## src/rtl/core/sha256_pkg.sv

```systemverilog
// Constants, types and round functions of the SHA-256 hash engine.
package sha256_pkg;

  localparam int NUM_ROUNDS  = 64;
  localparam int BLOCK_WORDS = 16;
  localparam int OUT_WORDS   = 8;
  localparam int RND_W       = $clog2(NUM_ROUNDS);
  localparam int WCNT_W      = $clog2(BLOCK_WORDS);
  localparam int OUT_IDX_W   = $clog2(OUT_WORDS);

  localparam logic [7:0] PAD_BYTE = 8'h80;
  // Word positions of the two length words inside the final block.
  localparam logic [WCNT_W-1:0] LEN_HI_POS = WCNT_W'(BLOCK_WORDS - 2);
  localparam logic [WCNT_W-1:0] LEN_LO_POS = WCNT_W'(BLOCK_WORDS - 1);

  typedef enum logic [5:0] {
    ST_IDLE   = 6'b000001,
    ST_ROUND  = 6'b000010,
    ST_UPDATE = 6'b000100,
    ST_PAD    = 6'b001000,
    ST_LEN    = 6'b010000,
    ST_OUT    = 6'b100000
  } sha_state_t;

  localparam logic [31:0] HASH_IV [8] = '{
    32'h6a09e667, 32'hbb67ae85, 32'h3c6ef372, 32'ha54ff53a,
    32'h510e527f, 32'h9b05688c, 32'h1f83d9ab, 32'h5be0cd19
  };

  localparam logic [31:0] K_TABLE [NUM_ROUNDS] = '{
    32'h428a2f98, 32'h71374491, 32'hb5c0fbcf, 32'he9b5dba5,
    32'h3956c25b, 32'h59f111f1, 32'h923f82a4, 32'hab1c5ed5,
    32'hd807aa98, 32'h12835b01, 32'h243185be, 32'h550c7dc3,
    32'h72be5d74, 32'h80deb1fe, 32'h9bdc06a7, 32'hc19bf174,
    32'he49b69c1, 32'hefbe4786, 32'h0fc19dc6, 32'h240ca1cc,
    32'h2de92c6f, 32'h4a7484aa, 32'h5cb0a9dc, 32'h76f988da,
    32'h983e5152, 32'ha831c66d, 32'hb00327c8, 32'hbf597fc7,
    32'hc6e00bf3, 32'hd5a79147, 32'h06ca6351, 32'h14292967,
    32'h27b70a85, 32'h2e1b2138, 32'h4d2c6dfc, 32'h53380d13,
    32'h650a7354, 32'h766a0abb, 32'h81c2c92e, 32'h92722c85,
    32'ha2bfe8a1, 32'ha81a664b, 32'hc24b8b70, 32'hc76c51a3,
    32'hd192e819, 32'hd6990624, 32'hf40e3585, 32'h106aa070,
    32'h19a4c116, 32'h1e376c08, 32'h2748774c, 32'h34b0bcb5,
    32'h391c0cb3, 32'h4ed8aa4a, 32'h5b9cca4f, 32'h682e6ff3,
    32'h748f82ee, 32'h78a5636f, 32'h84c87814, 32'h8cc70208,
    32'h90befffa, 32'ha4506ceb, 32'hbef9a3f7, 32'hc67178f2
  };

  function automatic logic [31:0] big_sig0(input logic [31:0] x);
    return {x[1:0], x[31:2]} ^ {x[12:0], x[31:13]} ^ {x[21:0], x[31:22]};
  endfunction

  function automatic logic [31:0] big_sig1(input logic [31:0] x);
    return {x[5:0], x[31:6]} ^ {x[10:0], x[31:11]} ^ {x[24:0], x[31:25]};
  endfunction

  function automatic logic [31:0] small_sig0(input logic [31:0] x);
    return {x[6:0], x[31:7]} ^ {x[17:0], x[31:18]} ^ {3'b000, x[31:3]};
  endfunction

  function automatic logic [31:0] small_sig1(input logic [31:0] x);
    return {x[16:0], x[31:17]} ^ {x[18:0], x[31:19]} ^ {10'b0, x[31:10]};
  endfunction

endpackage

```

## src/rtl/core/sha256_hash_engine.sv

```systemverilog
// SHA-256 hash engine: byte packing, padding, round sequencer and digest output.
// Each accepted word enters the block; a full 16-word block then runs 64 rounds on the
// one shared round unit and a hash update, and no word is taken until that is done. A
// last word adds the pad word, zero fill and high length word per padded block, the low
// length word and one or two compressions; then eight digest words follow, at best one
// per cycle while m_tready is high.
// Reset (rst, synchronous, active high) loads the initial hash and empties the block.
module sha256_hash_engine
  import sha256_pkg::*;
(
  input  logic        clk,
  input  logic        rst,
  // Message words in.
  input  logic        s_tvalid,
  output logic        s_tready,
  input  logic [31:0] s_tdata,   // [31:0] data_word
  input  logic [2:0]  s_tuser,   // [2:0] valid_bytes
  input  logic        s_tlast,   // last word of the message
  // Digest words out.
  output logic        m_tvalid,
  input  logic        m_tready,
  output logic [31:0] m_tdata,   // [31:0] digest_word
  output logic        m_tlast    // eighth digest word
);

  // The block lives in a 16-word shift register: words enter at the top and the
  // oldest word sits at position zero. During compression the same register
  // serves as the message schedule window, so all of its taps are fixed.
  sha_state_t state, state_next;

  logic [31:0] w     [BLOCK_WORDS];
  logic [31:0] hash  [8];
  logic [31:0] vars  [8];

  logic [WCNT_W-1:0]    wcnt;       // whole words held in the block
  logic [31:0]          acc;        // partial word, bytes left-aligned, unused bytes zero
  logic [1:0]           accn;       // bytes held in acc
  logic [60:0]          msg_bytes;
  logic [RND_W-1:0]     rnd;
  logic [OUT_IDX_W-1:0] out_idx;
  logic                 last_pend;  // the message ended; padding still to come
  logic                 pad_done;   // the 0x80 byte has been placed
  logic                 final_blk;  // the block being compressed holds the length

  // Input byte packing.
  logic [2:0]  n_sat;
  logic [31:0] data_masked;
  logic [55:0] combined;
  logic [2:0]  total;

  // Block fill and schedule shift.
  logic        fill_push;
  logic        shift_en;
  logic [31:0] shift_word;

  // Round unit.
  logic [31:0] t1, t2, sched_new;
  logic [63:0] bit_len;

  logic in_acc;
  logic out_acc;
  logic out_end;

  assign in_acc  = s_tvalid && s_tready;
  assign out_acc = m_tvalid && m_tready;
  assign out_end = out_acc && (out_idx == OUT_IDX_W'(OUT_WORDS - 1));

  assign s_tready = (state == ST_IDLE);
  assign m_tvalid = (state == ST_OUT);
  assign m_tdata  = hash[0];
  assign m_tlast  = (out_idx == OUT_IDX_W'(OUT_WORDS - 1));

  assign bit_len = {msg_bytes, 3'b000};

  // Byte counts above four are treated as four.
  always_comb begin
    n_sat = (s_tuser > 3'd4) ? 3'd4 : s_tuser;
    unique case (n_sat)
      3'd0:    data_masked = 32'h0;
      3'd1:    data_masked = {s_tdata[31:24], 24'h0};
      3'd2:    data_masked = {s_tdata[31:16], 16'h0};
      3'd3:    data_masked = {s_tdata[31:8], 8'h0};
      default: data_masked = s_tdata;
    endcase
    combined = {acc, 24'h0} | ({data_masked, 24'h0} >> {accn, 3'b000});
    total    = {1'b0, accn} + n_sat;
  end

  // One SHA-256 round on the working variables, plus the next schedule word.
  always_comb begin
    t1 = vars[7] + big_sig1(vars[4]) + ((vars[4] & vars[5]) ^ (~vars[4] & vars[6]))
       + K_TABLE[rnd] + w[0];
    t2 = big_sig0(vars[0])
       + ((vars[0] & vars[1]) ^ (vars[0] & vars[2]) ^ (vars[1] & vars[2]));
    sched_new = w[0] + small_sig0(w[1]) + w[9] + small_sig1(w[14]);
  end

  // What enters the top of the block register this cycle.
  always_comb begin
    fill_push  = 1'b0;
    shift_word = sched_new;
    unique case (state)
      ST_IDLE: begin
        fill_push  = in_acc && (total >= 3'd4);
        shift_word = combined[55:24];
      end
      ST_PAD: begin
        fill_push = 1'b1;
        if (!pad_done) begin
          shift_word = acc | ({PAD_BYTE, 24'h0} >> {accn, 3'b000});
        end else if (wcnt == LEN_HI_POS) begin
          shift_word = bit_len[63:32];
        end else begin
          shift_word = 32'h0;
        end
      end
      ST_LEN: begin
        fill_push  = 1'b1;
        shift_word = bit_len[31:0];
      end
      default: begin
        fill_push  = 1'b0;
        shift_word = sched_new;
      end
    endcase
    shift_en = fill_push || (state == ST_ROUND);
  end

  always_comb begin
    state_next = state;
    unique case (state)
      ST_IDLE: begin
        if (in_acc) begin
          if ((total >= 3'd4) && (wcnt == LEN_LO_POS)) begin
            state_next = ST_ROUND;
          end else if (s_tlast) begin
            state_next = ST_PAD;
          end
        end
      end
      ST_ROUND: begin
        if (rnd == RND_W'(NUM_ROUNDS - 1)) begin
          state_next = ST_UPDATE;
        end
      end
      ST_UPDATE: begin
        if (!last_pend) begin
          state_next = ST_IDLE;
        end else if (final_blk) begin
          state_next = ST_OUT;
        end else begin
          state_next = ST_PAD;
        end
      end
      ST_PAD: begin
        if (wcnt == LEN_LO_POS) begin
          state_next = ST_ROUND;
        end else if (pad_done && (wcnt == LEN_HI_POS)) begin
          state_next = ST_LEN;
        end
      end
      ST_LEN: begin
        state_next = ST_ROUND;
      end
      ST_OUT: begin
        if (out_end) begin
          state_next = ST_IDLE;
        end
      end
      default: begin
        state_next = ST_IDLE;
      end
    endcase
  end

  // Block and schedule register; no reset, every word is written before use.
  always_ff @(posedge clk) begin
    if (shift_en) begin
      for (int i = 0; i < BLOCK_WORDS - 1; i++) begin
        w[i] <= w[i + 1];
      end
      w[BLOCK_WORDS - 1] <= shift_word;
    end
  end

  // Working variables: loaded from the hash when a block fills, then one round a cycle.
  always_ff @(posedge clk) begin
    if (fill_push && (wcnt == LEN_LO_POS)) begin
      vars <= hash;
    end else if (state == ST_ROUND) begin
      vars[7] <= vars[6];
      vars[6] <= vars[5];
      vars[5] <= vars[4];
      vars[4] <= vars[3] + t1;
      vars[3] <= vars[2];
      vars[2] <= vars[1];
      vars[1] <= vars[0];
      vars[0] <= t1 + t2;
    end
  end

  always_ff @(posedge clk) begin
    if (rst) begin
      state     <= ST_IDLE;
      hash      <= HASH_IV;
      wcnt      <= '0;
      acc       <= '0;
      accn      <= '0;
      msg_bytes <= '0;
      rnd       <= '0;
      out_idx   <= '0;
      last_pend <= 1'b0;
      pad_done  <= 1'b0;
      final_blk <= 1'b0;
    end else begin
      state <= state_next;
      if (fill_push) begin
        wcnt <= wcnt + 1'b1;
      end
      unique case (state)
        ST_IDLE: begin
          rnd <= '0;
          if (in_acc) begin
            msg_bytes <= msg_bytes + 61'(n_sat);
            last_pend <= s_tlast;
            pad_done  <= 1'b0;
            final_blk <= 1'b0;
            if (total >= 3'd4) begin
              acc  <= {combined[23:0], 8'h0};
              accn <= 2'(total - 3'd4);
            end else begin
              acc  <= combined[55:24];
              accn <= total[1:0];
            end
          end
        end
        ST_ROUND: begin
          rnd <= rnd + 1'b1;
        end
        ST_UPDATE: begin
          for (int i = 0; i < 8; i++) begin
            hash[i] <= hash[i] + vars[i];
          end
        end
        ST_PAD: begin
          rnd <= '0;
          if (!pad_done) begin
            pad_done <= 1'b1;
            acc      <= '0;
            accn     <= '0;
          end
        end
        ST_LEN: begin
          rnd       <= '0;
          final_blk <= 1'b1;
        end
        ST_OUT: begin
          if (out_end) begin
            // Digest delivered: start a fresh message.
            hash      <= HASH_IV;
            msg_bytes <= '0;
            out_idx   <= '0;
            last_pend <= 1'b0;
            final_blk <= 1'b0;
          end else if (out_acc) begin
            for (int i = 0; i < 7; i++) begin
              hash[i] <= hash[i + 1];
            end
            hash[7] <= hash[0];
            out_idx <= out_idx + 1'b1;
          end
        end
        default: begin
          rnd <= '0;
        end
      endcase
    end
  end

endmodule

```

## config.mk

```make
export PLATFORM = sky130hd
export DESIGN_NAME = sha256_hash_engine
export DESIGN_NICKNAME = d
export VERILOG_FILES = /design/src/rtl/core/sha256_pkg.sv /design/src/rtl/core/sha256_hash_engine.sv
export SDC_FILE = /design/constraint.sdc
export NUM_CORES = 2
export LEC_CHECK = 0
export ABC_AREA = 1
export BUFFER_PORTS_ARGS = -buffer_cell sky130_fd_sc_hd__buf_2
export CORE_MARGIN = 2
export CORE_UTILIZATION = 55
export DETAILED_ROUTE_END_ITERATION = 10
export PLACE_DENSITY = 0.71
export SETUP_SLACK_MARGIN = 0.4
export SYNTH_ARGS = -nofsm -noshare
export SYNTH_HDL_FRONTEND = slang
export SYNTH_SLANG_ARGS = --single-unit
```

## constraint.sdc

```tcl
create_clock -name clk -period 18.2 [get_ports clk]
set_input_delay 2.73 -clock clk [delete_from_list [all_inputs] [get_ports clk]]
set_output_delay 2.73 -clock clk [all_outputs]
set_load 0.02 [all_outputs]
```

* Yosys cells after proc, flatten, opt, wreduce, memory -nomap -nowiden *
Memories as Yosys holds them, arrays and structs flattened.
Index checks and enable logic that the tools add are counted.

word-level totals
  RAM bits = 512
  output and inout bits = 35
  ROM bits = 2048
  memories = 2
  bits in registers = 629
  input bits = 40

cells by class
  reductions and logical operators = 24
  multiplexer cells = 45
  magnitude comparators = 3
  equality and inequality tests = 20
  shifts and indexed selects = 2
  bitwise operators = 20
  $add $sub $neg = 24

memories
  name              depth  width  read ports  clocked after memory_dff  write ports  line                      text
  (name not given)  64     32     1           0                         0            sha256_hash_engine.sv:92  + K_TABLE[rnd] + w[0];
  w                 16     32     16          0                         16           sha256_hash_engine.sv:31  logic [31:0] w [BLOCK_WORDS];

operators with widths
  operator                                           count
  2-to-1 mux 256 bit                                 4
  adder 32 bit                                       18
  case mux 256 bit (2 select lines)                  1
  bitwise XOR 32 bit                                 9
  2-to-1 mux 32 bit                                  7
  AND 32 bit                                         5
  case mux 32 bit (4 select lines)                   1
  2-to-1 mux 61 bit                                  2
  case mux 61 bit (2 select lines)                   1
  case mux 32 bit (3 select lines)                   1
  case mux 32 bit (2 select lines)                   1
  adder 61 x 3 -> 61 bit                             1
  bitwise OR 56 bit                                  1
  >> shifter 56 x 5 -> 56 bit                        1
  2-to-1 mux 6 bit                                   9
  case mux 6 bit (6 select lines)                    1
  NOT 32 bit                                         1
  bitwise OR 32 bit                                  1
  >> shifter 32 x 5 -> 32 bit, first input constant  1
  bitwise XOR 32 x 22 -> 32 bit                      1
  bitwise XOR 32 x 29 -> 32 bit                      1
  == test 6 bit, second input constant               2
  case mux 6 bit (2 select lines)                    1
  nonzero test 2 bit                                 5
  other kinds (36)                                   62

* Logic depth before layout (Yosys ltp) *
  depth after elaboration = 9
  gate-level depth with buffers = 45
  gate-level depth less buffers = 44

* Worst setup path after synthesis *
No wires, ideal clock.

  kind = in2reg
  from = in s_tuser[2]
  to = mem w[0][0], enable pin
  required time = 14.515 ns
  stages on the path = 9
  arrival time = 12.832 ns
  setup time = 3.685 ns
  setup slack = 1.684 ns
  path through = clkbuf_1 clkbuf_1 nor2_1 ha_1 fa_1 xnor2_1 inv_1 a21oi_4 nand2_1

RTL lines
  item             line                      text
  start, declared  sha256_hash_engine.sv:17  input logic [2:0] s_tuser,
  end, declared    sha256_hash_engine.sv:31

* Worst setup path in the final report *
  from = reg rnd[1]
  to = reg vars[251] (netlist name) (data pin)

on the way
  longest elaborated chain between the ends = 9

RTL lines
  item                                                   line                       text
  start, declared                                        sha256_hash_engine.sv:39   logic [RND_W-1:0] rnd;
  start signal, assigned                                 sha256_hash_engine.sv:238  rnd <= rnd + 1'b1;
  NOT 6 -> 7 bit (not written as such)                   sha256_hash_engine.sv:92
  memory (64 x 32 bit)                                   --
  2-to-1 mux 32 bit (not written as such) (2 in series)  sha256_hash_engine.sv:92
  adder 32 bit (2 in series)                             sha256_hash_engine.sv:92
  adder 32 bit                                           sha256_hash_engine.sv:198  vars[0] <= t1 + t2;
  2-to-1 mux 256 bit                                     sha256_hash_engine.sv:190  end else if (state == ST_ROUND) begin
  2-to-1 mux 256 bit                                     sha256_hash_engine.sv:188  if (fill_push && (wcnt == LEN_LO_POS)) begin
  end signal, assigned                                   sha256_hash_engine.sv:189  vars <= hash;
  end, declared                                          sha256_hash_engine.sv:33   logic [31:0] vars [8];

No other way between the ends. The select of a mux whose other input is x is not followed.
A chain may end at the register's enable or synchronous reset.

==> key figures <==
Outcome
  • Outcome: completed

Yosys
  • Synth Area in Adders: 11.6%
  • Multiplexer area fraction after synthesis: 0.103%
  • Syn avg cell area: 8.01 µm²
  • Top FF cell, synth: edfxtp_1
  • Synth unique cells: 72
  • Synthesized Nets: 10,362
  • Async set-reset flop share out of synthesis: 0%
  • Post-synth EDFFs: 768
  • Post-Synth Simple-Gate Area: 20.1%
  • Xor and xnor area share after synthesis: 4.45%
  • #FFs+latches synth: 1,141
  • Cell Area, Synth: 77,900 µm²
  • Largest family of logic cells by synthesized area: simple AND/OR/NAND/NOR gates
  • Synth Instances: 9,724
  • Ys Warns: 0
  • Sequential area share after synthesis: 39.2%
  • Synth Area in Compound Gates: 16.4%

Global routing
  • Vias in the first global route: 67,836
  • GRT overflow: 0
  • Initial antenna violation count: 15
  • Largest net degree at the start of global routing: 195
  • First-pass GRT wire length: 458,000 µm
  • GRT Util Overall: 42.9%

Power and ir drop
  • Total power: 13.3 mW
  • Switching share of power: 47.7%
  • Power Internal: 6.98 mW
  • Sequential share of power: 28.1%
  • Clock share of power: 19.6%
  • Worst vdd ir: 242 µV
  • P_sw: 6.36 mW
  • Combinational share of power: 52.4%
  • PD cells: 159 nW/µm²
  • Static Leak: 36.1 nW

Placed design
  • Final GP Congestion: 1.13
  • Hpwl dp: 243,000 µm
  • Port bufs: 74

Clock tree
  • Post-cts hold buffer count: 0
  • Clock Latency Late Sink: 0.81 ns
  • Gates resized, CTS repair: 0
  • CTS clk-pin slew, worst paths: 0.06 ns
  • CTS H-tree depth: 3
  • TritonCTS clock tree: done
  • Num CTS Buffers: 120
  • Post-CTS setup repair buffer count: 0
  • Cell at the root of the clock tree: clkbuf_16
  • Clock sink total: 1,141
  • Max Root-Sink Buffers: 3

Finish
  • Area Overhead vs Synth: 7.39%
  • Fraction of final layout cells sized beyond drive strength 1: 4.56%
  • Fillers: 12,694
  • Final #Nets: 10,230
  • Core Util, Final: 59.3%

Detailed routing
  • Post-DRT Antenna Nets: 0
  • Via count: 73,464
  • Post-DR wirelength/cell: 27.5 µm
  • DRT Pass-1 Iters: 9
  • Final routed DRC violation total: 0
  • Via-to-Cell Ratio: 6.34
  • Final WL: 318,000 µm
  • DR iter-0 viols: 10,215

Critical path
  • Crit Path Max Fanout: 14
  • Register-to-register setup slack: 8.82 ns
  • WP buf/inv: 7
  • Crit Path Category: reg -> reg
  • Cell at the slowest stage of the critical path: dfxtp_1
  • Critical path required time: 18.69 ns
  • Critical path arrival: 9.87 ns
  • Crit-path max cell delay: 0.81 ns
  • CP top delay family: adder cells
  • Worst Setup End Kind: flip-flop
  • Type of origin of the critical path: flip-flop
  • Top cell by count, worst path: nand2_1

STA
  • Maximum clock rate: 107 MHz
  • Max Slew Vio Count: 0
  • Minimum clock period: 9.38 ns
  • Final setup fails: 0
  • Slew @ Worst Pin: 1.33 ns
  • Post-Route Skew: 0.0882 ns
  • Setup TNS: 0 ns
  • Final worst-path cycle share: 51.6%
  • Max-slew headroom: 10.2%
  • Final hold vios: 0
  • RSZ-0062 raised after global routing: false

Floorplanning
  • IO Pins: 75
  • Core region area: 141,000 µm²
  • Die Y: 380 µm
  • FP Rows: 138
  • Die Wd: 380 µm
  • Starting density of the core: 55.2%
  • Die ar.: 145,000 µm²

Run
  • Max Cap Viol: 0

Hold path
  • Hold crit path type: reg -> reg
-- path summary, 6_finish.rpt --
kind	cells past startpoint	start	end
max	38	rnd[1]$_SDFFE_PP0N_	vars[251]$_DFFE_PP_
min	0	w[1][116]$_DFFE_PP_	w[1][84]$_DFFE_PP_
max reg2reg	38	rnd[1]$_SDFFE_PP0N_	vars[251]$_DFFE_PP_
min reg2reg	0	w[1][116]$_DFFE_PP_	w[1][84]$_DFFE_PP_
-- registers in the layout (all words and copies together), names as in the netlist --
signal / count
m_tdata: 32
hash: 224
last_pend: 1
w: 512
rnd: 6
out_idx: 3
msg_bytes: 61
accn: 2
acc: 32
wcnt: 4
vars: 256
state: 6
final_blk: 1
pad_done: 1
-- per-layer routing --
layer  share of wire, %  up-vias  GRT usage [%]
li1                   -    32636              -
met1                 38    34801           57.5
met2                 41     4949           61.6
met3                 13     1060           12.1
met4                7.5       18           25.6
met5              0.046        -              0
-- final cells by class --
| type | instances | area (µm²) | share of cell area [%] |
|---|---|---|---|
| well taps | 1890 | 2360 | 2.83 |
| multi-input cells | 6961 | 41000 | 49.1 |
| diodes | 6 | 15.0 | 0.0180 |
| inverters | 1232 | 4660 | 5.58 |
| clock inverters | 81 | 978 | 1.17 |
| clock buffers | 147 | 3160 | 3.78 |
| flip-flops and latches | 1141 | 30500 | 36.5 |
| repair buffers | 136 | 886 | 1.06 |
-- synth_stat cells, types with 118 or more instances --
cell type  instances  share of area, %
a21oi_1          694               4.5
a31oi_1          118              0.95
nor2_1           628               3.0
inv_1           1214               5.9
xor2_1           228               2.6
o21ai_0          849               5.5
fa_1             197               5.1
clkbuf_1         255               1.2
nand2_1         2159                10
nand3_1          583               3.7
ha_1             401               6.4
edfxtp_1         768                30
xnor2_1          168               1.9
dfxtp_1          373               9.6
-- through the flow --
stage / hold WS, ns / setup slack [ns] / cells / instance area (µm²)
2_1_floorplan: 0.400 / 1.68 / 9724 / 77900
3_3_place_gp: 0.400 / 9.18 / 11360 / 79500
3_5_place_dp: 0.405 / 9.21 / 11360 / 79500
4_1_cts: 0.367 / 9.15 / 11588 / 83600
5_1_grt: 0.377 / 8.36 / 11588 / 83600
6_report: 0.358 / 8.82 / 11594 / 83600
-- power by group through the flow --
| stage | sequential [mW] | clock (mW) | combinational, mW |
|---|---|---|---|
| 2_1_floorplan | 3.82 | 0 | 4.25 |
| 3_3_place_gp | 3.73 | 0 | 6.43 |
| 3_5_place_dp | 3.77 | 0 | 6.53 |
| 4_1_cts | 3.73 | 2.61 | 6.64 |
| 5_1_grt | 3.76 | 2.70 | 7.44 |
| 6_report | 3.74 | 2.61 | 6.98 |
-- cells in the final DEF, fill, tap and decap left out, drive strengths merged, types with 9 or more instances in the layout --
| master | instances |
|---|---|
| dfxtp | 373 |
| clkinv | 59 |
| ha | 401 |
| a31oi | 118 |
| nand2 | 2165 |
| a21boi | 38 |
| a211oi | 11 |
| buf | 136 |
| o21bai | 101 |
| edfxtp | 768 |
| clkbuf | 147 |
| clkinvlp | 11 |
| a22oi | 15 |
| a21o | 52 |
| nand3b | 19 |
| o22ai | 17 |
| o2111ai | 10 |
| o21ai | 894 |
| o221ai | 74 |
| nand4 | 118 |
| xnor2 | 168 |
| bufinv | 13 |
| a221oi | 10 |
| xor2 | 228 |
| nor2 | 640 |
| o311ai | 9 |
| a21oi | 698 |
| o21a | 21 |
| nor3 | 114 |
| or2 | 55 |
| o211ai | 107 |
| nand3 | 586 |
| inv | 1230 |
| fa | 197 |
| nor4 | 22 |
-- kinds of logic after synthesis --
group,count (synthesis)
buffers and inverters,1622
flip-flops,1141
adder cells (fa/ha/maj),606
multiplexers,8
AND/OR/NAND/NOR,3732
AO/OA/AOI/OAI,2219
XOR/XNOR,396
(Power assumes the default switching activity.)
